--- src/rtl/imd_pkg.sv ---
// Shared types and constants of the IMU motion detector core.
// Holds register indexes, reset values, window class codes and the abs helpers.
// No dependencies.
package imd_pkg;

    localparam int SAMPLE_W   = 16;
    localparam int SUM_W      = 22;
    localparam int QUICK_W    = 17;
    localparam int WIN_W      = 4;
    localparam int HOLD_W     = 5;
    localparam int CFG_IDX_W  = 3;
    localparam int CFG_DATA_W = 22;
    localparam int CHANGE_W   = 18;   // three abs deltas of up to 65535
    localparam int MAG_W      = 17;   // three abs values of up to 32768

    localparam logic [SUM_W-1:0] SUM_MAX = {SUM_W{1'b1}};

    localparam logic [SUM_W-1:0]   RST_ACCEL_LOW  = 22'd5250;
    localparam logic [SUM_W-1:0]   RST_ACCEL_HIGH = 22'd75000;
    localparam logic [SUM_W-1:0]   RST_GYRO_LOW   = 22'd4500;
    localparam logic [SUM_W-1:0]   RST_GYRO_HIGH  = 22'd82500;
    localparam logic [QUICK_W-1:0] RST_QUICK      = 17'd40960;
    localparam logic [WIN_W-1:0]   RST_WINDOW     = 4'd10;
    localparam logic [HOLD_W-1:0]  RST_HOLD       = 5'd20;

    typedef enum logic [CFG_IDX_W-1:0] {
        REG_ACCEL_LOW  = 3'd0,
        REG_ACCEL_HIGH = 3'd1,
        REG_GYRO_LOW   = 3'd2,
        REG_GYRO_HIGH  = 3'd3,
        REG_QUICK      = 3'd4,
        REG_WINDOW     = 3'd5,
        REG_HOLD       = 3'd6
    } cfg_reg_t;

    typedef enum logic [2:0] {
        CLASS_NONE        = 3'd0,
        CLASS_GYRO_LARGE  = 3'd1,
        CLASS_ACCEL_LARGE = 3'd2,
        CLASS_BOTH_LARGE  = 3'd3,
        CLASS_ACCEL_SMALL = 3'd4
    } window_class_t;

    // Magnitude of a 16-bit two's complement value; -32768 maps to 32768.
    function automatic logic [SAMPLE_W-1:0] abs16(input logic signed [SAMPLE_W-1:0] v);
        logic [SAMPLE_W-1:0] neg;
        neg = ~v + 1'b1;
        return v[SAMPLE_W-1] ? neg : v;
    endfunction

    // Magnitude of the difference of two 16-bit samples, always below 65536.
    function automatic logic [SAMPLE_W-1:0] abs_diff16(
        input logic signed [SAMPLE_W-1:0] a,
        input logic signed [SAMPLE_W-1:0] b
    );
        logic [SAMPLE_W:0] d;
        logic [SAMPLE_W:0] neg;
        d   = {a[SAMPLE_W-1], a} - {b[SAMPLE_W-1], b};
        neg = ~d + 1'b1;
        return d[SAMPLE_W] ? neg[SAMPLE_W-1:0] : d[SAMPLE_W-1:0];
    endfunction

endpackage

--- src/rtl/imu_motion_detector_core.sv ---
// IMU motion detector core: windowed accel-change and gyro-magnitude sums,
// threshold flags, motion hold timer and sticky quick-motion flag.
// Depends on imd_pkg.
//
//  Channel | Direction | Handshake               | Payload
//  --------+-----------+-------------------------+--------------------------------------
//  in      | input     | in_valid / in_ready     | accel_x/y/z, gyro_x/y/z (16b signed)
//  out     | output    | out_valid / out_ready   | motion_active .. window_class
//  cfg     | input     | cfg_wr_en (no stall)    | cfg_index, cfg_data
//
// Each transaction passes two register stages: the sample register, then the
// result register, which holds its result valid until it is taken.
// One transaction is taken every cycle while the output side keeps up; the
// whole evaluation of a sample fits between the sample and result registers.
// When the result register is full and not taken, both stages hold and in_ready
// drops only if the sample register is also full.
// Reset clears all thresholds to their defaults and all window and hold state.
module imu_motion_detector_core
    import imd_pkg::*;
(
    input  logic                         clk,
    input  logic                         rst_n,

    input  logic                         cfg_wr_en,
    input  logic [CFG_IDX_W-1:0]         cfg_index,
    input  logic [CFG_DATA_W-1:0]        cfg_data,

    input  logic                         in_valid,
    output logic                         in_ready,
    input  logic signed [SAMPLE_W-1:0]   accel_x,
    input  logic signed [SAMPLE_W-1:0]   accel_y,
    input  logic signed [SAMPLE_W-1:0]   accel_z,
    input  logic signed [SAMPLE_W-1:0]   gyro_x,
    input  logic signed [SAMPLE_W-1:0]   gyro_y,
    input  logic signed [SAMPLE_W-1:0]   gyro_z,

    output logic                         out_valid,
    input  logic                         out_ready,
    output logic                         motion_active,
    output logic                         quick_motion,
    output logic                         accel_large,
    output logic                         accel_small,
    output logic                         gyro_large,
    output logic                         gyro_small,
    output logic                         window_done,
    output logic [2:0]                   window_class
);

    // ------------------------------------------------------------------
    // Configuration registers.
    // ------------------------------------------------------------------
    logic [SUM_W-1:0]   accel_low_reg;
    logic [SUM_W-1:0]   accel_high_reg;
    logic [SUM_W-1:0]   gyro_low_reg;
    logic [SUM_W-1:0]   gyro_high_reg;
    logic [QUICK_W-1:0] quick_thr_reg;
    logic [WIN_W-1:0]   window_len_reg;
    logic [HOLD_W-1:0]  hold_len_reg;

    always_ff @(posedge clk or negedge rst_n)
    begin
        if (!rst_n)
        begin
            accel_low_reg  <= RST_ACCEL_LOW;
            accel_high_reg <= RST_ACCEL_HIGH;
            gyro_low_reg   <= RST_GYRO_LOW;
            gyro_high_reg  <= RST_GYRO_HIGH;
            quick_thr_reg  <= RST_QUICK;
            window_len_reg <= RST_WINDOW;
            hold_len_reg   <= RST_HOLD;
        end
        else if (cfg_wr_en)
        begin
            case (cfg_reg_t'(cfg_index))
                REG_ACCEL_LOW:  accel_low_reg  <= cfg_data;
                REG_ACCEL_HIGH: accel_high_reg <= cfg_data;
                REG_GYRO_LOW:   gyro_low_reg   <= cfg_data;
                REG_GYRO_HIGH:  gyro_high_reg  <= cfg_data;
                REG_QUICK:      quick_thr_reg  <= cfg_data[QUICK_W-1:0];
                REG_WINDOW:     window_len_reg <= cfg_data[WIN_W-1:0];
                REG_HOLD:       hold_len_reg   <= cfg_data[HOLD_W-1:0];
                default:        ;
            endcase
        end
    end

    // ------------------------------------------------------------------
    // Pipeline control. The sample stage advances into the result stage
    // whenever the result register is empty or being drained.
    // ------------------------------------------------------------------
    logic s1_valid_reg;
    logic out_valid_reg;
    logic out_free;
    logic s1_fire;
    logic in_fire;

    assign out_free = !out_valid_reg || out_ready;
    assign s1_fire  = s1_valid_reg && out_free;
    assign in_ready = !s1_valid_reg || out_free;
    assign in_fire  = in_valid && in_ready;

    // Sample register (payload, no reset).
    logic signed [SAMPLE_W-1:0] ax_reg, ay_reg, az_reg;
    logic signed [SAMPLE_W-1:0] gx_reg, gy_reg, gz_reg;

    always_ff @(posedge clk)
    begin
        if (in_fire)
        begin
            ax_reg <= accel_x;
            ay_reg <= accel_y;
            az_reg <= accel_z;
            gx_reg <= gyro_x;
            gy_reg <= gyro_y;
            gz_reg <= gyro_z;
        end
    end

    // ------------------------------------------------------------------
    // Detector state.
    // ------------------------------------------------------------------
    logic signed [SAMPLE_W-1:0] prev_ax_reg, prev_ay_reg, prev_az_reg;
    logic [SUM_W-1:0]  accel_sum_reg, accel_sum_next;
    logic [SUM_W-1:0]  gyro_sum_reg, gyro_sum_next;
    logic [WIN_W-1:0]  win_cnt_reg, win_cnt_next;
    logic              accel_large_reg, accel_large_next;
    logic              accel_small_reg, accel_small_next;
    logic              gyro_large_reg, gyro_large_next;
    logic              gyro_small_reg, gyro_small_next;
    logic              win_motion_reg, win_motion_next;
    logic [HOLD_W-1:0] hold_cnt_reg, hold_cnt_next;
    logic              hold_active_reg, hold_active_next;
    logic              quick_reg, quick_next;

    // Output register fields that are not copies of state.
    logic              done_reg;
    logic [2:0]        class_reg;

    // ------------------------------------------------------------------
    // Per-sample evaluation.
    // ------------------------------------------------------------------
    logic [CHANGE_W-1:0] change;
    logic [MAG_W-1:0]    gyro_mag;
    logic [MAG_W-1:0]    inst_mag;
    logic [SUM_W:0]      accel_add;
    logic [SUM_W:0]      gyro_add;
    logic [SUM_W-1:0]    accel_sum_sat;
    logic [SUM_W-1:0]    gyro_sum_sat;
    logic [WIN_W-1:0]    win_cnt_inc;
    logic                done_next;
    window_class_t       class_next;

    always_comb
    begin
        change = CHANGE_W'(abs_diff16(prev_ax_reg, ax_reg))
               + CHANGE_W'(abs_diff16(prev_ay_reg, ay_reg))
               + CHANGE_W'(abs_diff16(prev_az_reg, az_reg));
        inst_mag = MAG_W'(abs16(ax_reg)) + MAG_W'(abs16(ay_reg)) + MAG_W'(abs16(az_reg));
        gyro_mag = MAG_W'(abs16(gx_reg)) + MAG_W'(abs16(gy_reg)) + MAG_W'(abs16(gz_reg));

        // Both window sums clip at full scale instead of wrapping.
        accel_add     = {1'b0, accel_sum_reg} + (SUM_W+1)'(change);
        gyro_add      = {1'b0, gyro_sum_reg} + (SUM_W+1)'(gyro_mag);
        accel_sum_sat = accel_add[SUM_W] ? SUM_MAX : accel_add[SUM_W-1:0];
        gyro_sum_sat  = gyro_add[SUM_W] ? SUM_MAX : gyro_add[SUM_W-1:0];

        quick_next = quick_reg || (inst_mag > quick_thr_reg);

        // A window length of zero behaves as one: every sample closes.
        win_cnt_inc = win_cnt_reg + 1'b1;
        done_next   = (win_cnt_inc >= window_len_reg);

        accel_sum_next   = accel_sum_sat;
        gyro_sum_next    = gyro_sum_sat;
        win_cnt_next     = win_cnt_inc;
        accel_large_next = accel_large_reg;
        accel_small_next = accel_small_reg;
        gyro_large_next  = gyro_large_reg;
        gyro_small_next  = gyro_small_reg;
        win_motion_next  = win_motion_reg;
        class_next       = CLASS_NONE;

        if (done_next)
        begin
            win_cnt_next   = '0;
            accel_sum_next = '0;
            gyro_sum_next  = '0;

            // Above both accel thresholds the small flag keeps its old value.
            if (accel_sum_sat > accel_low_reg)
            begin
                if (accel_sum_sat > accel_high_reg)
                begin
                    accel_large_next = 1'b1;
                end
                else
                begin
                    accel_large_next = 1'b0;
                    accel_small_next = 1'b1;
                end
            end
            else
            begin
                accel_large_next = 1'b0;
                accel_small_next = 1'b0;
            end

            gyro_small_next = (gyro_sum_sat > gyro_low_reg);
            gyro_large_next = gyro_small_next && (gyro_sum_sat > gyro_high_reg);

            if (gyro_large_next && !accel_large_next)
                class_next = CLASS_GYRO_LARGE;
            else if (accel_large_next && !gyro_large_next)
                class_next = CLASS_ACCEL_LARGE;
            else if (accel_large_next && gyro_large_next)
                class_next = CLASS_BOTH_LARGE;
            else if (accel_small_next)
                class_next = CLASS_ACCEL_SMALL;
            else
                class_next = CLASS_NONE;

            win_motion_next = accel_large_next || gyro_large_next;
        end

        // Motion reloads the hold timer; afterwards it counts down, and the
        // output drops one sample after the counter has reached zero.
        hold_cnt_next    = hold_cnt_reg;
        hold_active_next = hold_active_reg;
        if (win_motion_next)
        begin
            hold_active_next = 1'b1;
            hold_cnt_next    = hold_len_reg;
        end
        else if (hold_active_reg)
        begin
            if (hold_cnt_reg != '0)
                hold_cnt_next = hold_cnt_reg - 1'b1;
            else
                hold_active_next = 1'b0;
        end
    end

    // ------------------------------------------------------------------
    // Control state, detector state and result register.
    // ------------------------------------------------------------------
    always_ff @(posedge clk or negedge rst_n)
    begin
        if (!rst_n)
        begin
            s1_valid_reg    <= 1'b0;
            out_valid_reg   <= 1'b0;
            prev_ax_reg     <= '0;
            prev_ay_reg     <= '0;
            prev_az_reg     <= '0;
            accel_sum_reg   <= '0;
            gyro_sum_reg    <= '0;
            win_cnt_reg     <= '0;
            accel_large_reg <= 1'b0;
            accel_small_reg <= 1'b0;
            gyro_large_reg  <= 1'b0;
            gyro_small_reg  <= 1'b0;
            win_motion_reg  <= 1'b0;
            hold_cnt_reg    <= '0;
            hold_active_reg <= 1'b0;
            quick_reg       <= 1'b0;
            done_reg        <= 1'b0;
            class_reg       <= CLASS_NONE;
        end
        else
        begin
            if (in_fire)
                s1_valid_reg <= 1'b1;
            else if (s1_fire)
                s1_valid_reg <= 1'b0;

            if (s1_fire)
                out_valid_reg <= 1'b1;
            else if (out_ready)
                out_valid_reg <= 1'b0;

            if (s1_fire)
            begin
                prev_ax_reg     <= ax_reg;
                prev_ay_reg     <= ay_reg;
                prev_az_reg     <= az_reg;
                accel_sum_reg   <= accel_sum_next;
                gyro_sum_reg    <= gyro_sum_next;
                win_cnt_reg     <= win_cnt_next;
                accel_large_reg <= accel_large_next;
                accel_small_reg <= accel_small_next;
                gyro_large_reg  <= gyro_large_next;
                gyro_small_reg  <= gyro_small_next;
                win_motion_reg  <= win_motion_next;
                hold_cnt_reg    <= hold_cnt_next;
                hold_active_reg <= hold_active_next;
                quick_reg       <= quick_next;
                done_reg        <= done_next;
                class_reg       <= class_next;
            end
        end
    end

    // The state registers change only when a result is loaded, so they
    // double as the stable payload of the result register.
    assign out_valid     = out_valid_reg;
    assign motion_active = hold_active_reg;
    assign quick_motion  = quick_reg;
    assign accel_large   = accel_large_reg;
    assign accel_small   = accel_small_reg;
    assign gyro_large    = gyro_large_reg;
    assign gyro_small    = gyro_small_reg;
    assign window_done   = done_reg;
    assign window_class  = class_reg;

`ifndef SYNTHESIS
    a_class_only_at_close: assert property (@(posedge clk) disable iff (!rst_n)
        !done_reg |-> (class_reg == CLASS_NONE))
        else $error("window class set on a sample that did not close a window");

    a_large_means_motion: assert property (@(posedge clk) disable iff (!rst_n)
        done_reg && (accel_large_reg || gyro_large_reg) |-> hold_active_reg)
        else $error("large motion at window close without motion output");

    a_quick_sticky: assert property (@(posedge clk) disable iff (!rst_n)
        !$fell(quick_reg))
        else $error("quick-motion flag cleared outside reset");

    a_close_resets_window: assert property (@(posedge clk) disable iff (!rst_n)
        s1_fire && done_next |=> (win_cnt_reg == '0) && (accel_sum_reg == '0)
                                  && (gyro_sum_reg == '0))
        else $error("window state not cleared after window close");

    a_result_slot_stable: assert property (@(posedge clk) disable iff (!rst_n)
        out_valid_reg && !out_ready |=> out_valid_reg && $stable(hold_cnt_reg)
                                         && $stable(win_cnt_reg))
        else $error("detector state advanced while result was stalled");
`endif

endmodule
--- config.mk ---
export PLATFORM = sky130hd
export DESIGN_NAME = imu_motion_detector_core
export DESIGN_NICKNAME = d
export VERILOG_FILES = /design/src/rtl/imd_pkg.sv /design/src/rtl/imu_motion_detector_core.sv
export SDC_FILE = /design/constraint.sdc
export NUM_CORES = 1
export LEC_CHECK = 0
export ABC_AREA = 1
export BUFFER_PORTS_ARGS = -buffer_cell sky130_fd_sc_hd__buf_2
export CORE_AREA = 2 2 245 247
export CTS_BUF_LIST = sky130_fd_sc_hd__clkbuf_4
export CTS_CLUSTER_SIZE = 14
export DETAILED_ROUTE_END_ITERATION = 10
export DIE_AREA = 0 0 247 249
export GPL_TIMING_DRIVEN = 0
export REMOVE_ABC_BUFFERS = 1
export SLEW_MARGIN = 40
export SYNTH_ARGS = -nofsm -noshare
export SYNTH_HDL_FRONTEND = slang
export SYNTH_SLANG_ARGS = --single-unit
--- constraint.sdc ---
create_clock -name clk -period 5.6 [get_ports clk]
set_input_delay 1.12 -clock clk [delete_from_list [all_inputs] [get_ports clk]]
set_output_delay 1.12 -clock clk [all_outputs]
set_load 0.02 [all_outputs]
==> flow_results.org <==
** STA
- Counting I/O delays and the setup requirement, the final critical path takes 6640 ps.
- Number of endpoints failing setup at the final stage :: 15
- For this run, the top clock speed supported by timing is 151 MHz.
- Across all hold checks on the routed design, the worst slack comes to 143 ps.
- Setup repair after global routing missed its margin :: yes
- The count of pins over their slew limit was 0.
- For the final routed database, the setup TNS stands at -12,520 ps.
- Across all setup checks in the final design, the least slack found is -1040 ps.
- Final setup skew :: 72.0 ps
- Final clock period utilization by the worst path :: 1.18
- The number of hold violations in the final report came to 0.
- Headroom to the max-slew limit came out at 0.475.
- Least-Margin Pin Slew :: between 700 and 800 ps

** Final layout
- Leaving out fill and tap cells, the most frequent cell in the layout is sky130_fd_sc_hd__nand2_1.
- For this run, the share of the core covered by cells in the final layout is 0.548.
- In the final layout, the share of cells above drive strength 1 is 0.255.
- Fillers :: about 5,400
- Area growth syn-to-layout :: 25.8%
- Area used by sequential logic in the layout :: 0.00862 mm2
- Number of nets in the layout :: 4,119
- The finished cells cover between 0.03 and 0.04 mm2.
- Commonest cells after routing, fill and taps aside :: sky130_fd_sc_hd__nand2_1 (789), sky130_fd_sc_hd__inv_1 (515), sky130_fd_sc_hd__o21ai_0 (236), sky130_fd_sc_hd__dfrtp_1 (200), sky130_fd_sc_hd__ha_1 (166)
- The multi-input combinational cells in the finished layout cover a total of 0.0170 mm2.

** Floorplanning
- The die covers 0.0615 mm2.
- In this run the core area contains 89 standard-cell rows.
- Vertical extent of the die :: 249 um
- Effective utilization at floorplan :: 0.436
- From left edge to right edge, the die measures 247 um.
- During I/O placement, the number of pins put on the boundary was roughly 140.
- The core region is 0.0587 mm2.

** Clock tree
- Maximum root-to-sink buffer count :: 3
- Clock-pin slew on the worst setup and hold paths :: ~70 ps
- Clock buffer count from CTS :: 93
- CTS placed an instance of sky130_fd_sc_hd__clkbuf_4 at the clock tree root.
- At the later pin of the worst-skew pair, clock insertion delay measures 870 ps.
- TritonCTS built the clock tree.
- Total number of H-tree levels :: 3
- Counting every sink on the clock net gives roughly 320.
- For this design, the CTS-stage hold fixing added 0 buffers.

** Worst setup path
- Data on the critical path arrives at its endpoint at 7430 ps.
- Highest fanout seen on the critical path :: 8
- Slowest cell on the critical path :: sky130_fd_sc_hd__fa_1
- Sort of element at the end of the critical path :: flip-flop
- Setup slack on the worst reg-to-reg path comes out at -1040 ps.
- Worst setup SP type :: flip-flop
- Crit path kind :: flip-flop to flip-flop
- For this run, the slowest stage of the critical path takes 550 ps.
- At the worst endpoint, the required time is 6390 ps.

** Yosys
- Portion of the post-synthesis area used by sequential elements :: 0.337
- The share of synthesized area in the top cell type comes to 0.196.
- Count of flip-flops with a built-in enable after synthesis :: 96
- Unique masters post-synth :: 56
- Each instance of the synthesized netlist takes up on average roughly 7.7 um2.
- Post-synthesis instance area :: 0.0256 mm2
- After synthesis the netlist holds a flip-flop and latch count of 324.
- Counting flops with an async set or reset pin after synthesis yields a share of 0.704.
- Cell accounting for the most synthesized area :: sky130_fd_sc_hd__dfrtp_1
- Top cells by area in the synthesized netlist :: sky130_fd_sc_hd__dfrtp_1 (20%), sky130_fd_sc_hd__nand2_1 (13%), sky130_fd_sc_hd__ha_1 (11%)
- Count of yosys warnings during synthesis :: 0
- Cells after Synth :: 3,334
- For this run, the leading register cell type out of synthesis is sky130_fd_sc_hd__dfrtp_1.

** Placement
- Area after DPL :: about 0.027 mm2
- Number of port buffers :: 137
- Detailed-placement wirelength estimate :: 53,000 um
- Placer's final routability congestion estimate :: 0.923

** Route
- Via total after detailed routing :: 22,710
- The first detailed-routing pass ran for 6 iterations.
- In this run the remaining antenna-violating nets after routing total 0.
- Dividing the detail-routed wire length by the instance count gives 16.0 um.
- Final wirelength :: roughly 72,000 um
- Final routed DRC violation total :: 0
- DRC marker count from the first detailed-route iteration :: approximately 1,500
- After detailed routing, the number of vias per cell comes to 5.00.

** Global routing
- In the global route stage, overall resource usage came out at 0.234.
- The total overflow left after global routing is 0.
- Number of antenna violations at the first check in global routing :: 11
- Vias in the first global route :: 22,262
- First-pass GRT wire length :: ~110,000 um
- Entering global routing, the biggest net connects 69 pins.

** Run status
- Violations in the final reports :: setup timing
- Outcome :: complete, but fails checks

** Hold path
- Worst hold path type :: input pin to async pin

** Flow run
- Max capacitance violation total :: 0
## timing repair
| item | in CTS | in global routing |
|---|---|---|
| setup endpoints to repair | 36 | 25 |
| pin swaps | 151 | 131 |
| buffers inserted | 115 | 49 |
| gates cloned | 2 | 0 |
| resized for setup | 327 | 243 |
## final timing paths
check | startpoint | endpoint | depth (start not counted)
min in group clk | accel_z[1] | az_reg[1] | 1
max | ay_reg[0] | hold_cnt_reg[3] | 44
max reg2reg | ay_reg[0] | hold_cnt_reg[3] | 44
min | rst_n | prev_az_reg[12] | 1
max in group asynchronous | rst_n | gyro_low_reg[12] | 4
min reg2reg | window_done | window_done | 2
## worst max-delay path, delay by kind of cell (launching register included)
family / cells / cell delay [ps]
DFF: 1 / 480
AOI/OAI and AO/OA: 6 / 750
buffers and inverters: 8 / 680
and+or+nand+nor: 24 / 2550
adders and majority gates: 6 / 2130
## layout make-up
cell class	instances	share of cell area
sequential	324	0.268
clock buffer	133	0.0310
timing repair buffer	308	0.0691
inverter	568	0.0673
multi-input combinational	2392	0.528
clock inverter	36	0.00622
tap	773	0.0301
antenna	3	0.000233
timing repair inverter	1	0.000272
## stage by stage
stage	worst slack [ps]	cells
3_5_place_dp	-2330	4201
5_1_grt	-1410	4537
6_report	-1040	4538
2_1_floorplan	-662	3283
4_1_cts	-981	4487
3_3_place_gp	-2830	4193
## per-layer routing
metal  GRT usage  vias to the layer above  routed length [um]
met5           0                        -                  97
met4      0.0883                       14                2310
met3      0.0358                      157                3470
met2       0.389                      525               34300
met1       0.308                    10558               32200
li1            -                    11456                   -
## kinds of logic after synthesis
logic type / after synthesis / synth area share
adders and majority gates: 305 / 0.170
AOI/OAI and AO/OA: 486 / 0.103
xor gates and xnor gates: 178 / 0.0624
muxes: 3 / 0.00132
buffers and inverters: 619 / 0.0923
and+or+nand+nor: 1419 / 0.234
DFF: 324 / 0.337
## synthesized netlist by cell type, types with 3 or more instances
cell type	count
sky130_fd_sc_hd__or2_1	6
sky130_fd_sc_hd__a31oi_1	7
sky130_fd_sc_hd__xnor2_1	43
sky130_fd_sc_hd__nor2_2	10
sky130_fd_sc_hd__nand2_4	3
sky130_fd_sc_hd__and2_1	3
sky130_fd_sc_hd__a21boi_0	5
sky130_fd_sc_hd__o21a_1	4
sky130_fd_sc_hd__nor3_1	41
sky130_fd_sc_hd__dfrtp_1	200
sky130_fd_sc_hd__o21ai_0	263
sky130_fd_sc_hd__edfxtp_1	96
sky130_fd_sc_hd__a21oi_1	148
sky130_fd_sc_hd__xor2_1	130
sky130_fd_sc_hd__a22o_1	9
sky130_fd_sc_hd__nor4_1	5
sky130_fd_sc_hd__inv_2	4
sky130_fd_sc_hd__ha_1	235
sky130_fd_sc_hd__o21ai_2	4
sky130_fd_sc_hd__o21bai_1	6
sky130_fd_sc_hd__a21oi_2	4
sky130_fd_sc_hd__nand2_1	896
sky130_fd_sc_hd__a21o_1	7
sky130_fd_sc_hd__nand3_1	142
sky130_fd_sc_hd__dfstp_2	28
sky130_fd_sc_hd__fa_1	70
sky130_fd_sc_hd__nand2_2	20
sky130_fd_sc_hd__or2_2	6
sky130_fd_sc_hd__o31ai_1	5
sky130_fd_sc_hd__nand3_2	9
sky130_fd_sc_hd__nand4_1	44
sky130_fd_sc_hd__o21ai_1	10
sky130_fd_sc_hd__nor2_1	207
sky130_fd_sc_hd__mux2_2	3
sky130_fd_sc_hd__inv_1	561
sky130_fd_sc_hd__xnor2_2	5
sky130_fd_sc_hd__buf_6	4
sky130_fd_sc_hd__nand3b_1	19
sky130_fd_sc_hd__clkbuf_1	45
sky130_fd_sc_hd__o211ai_1	5
Power is left out: the tool's default activity adds up to more than one toggle a clock period on the data nets, which glitch-free logic cannot reach.
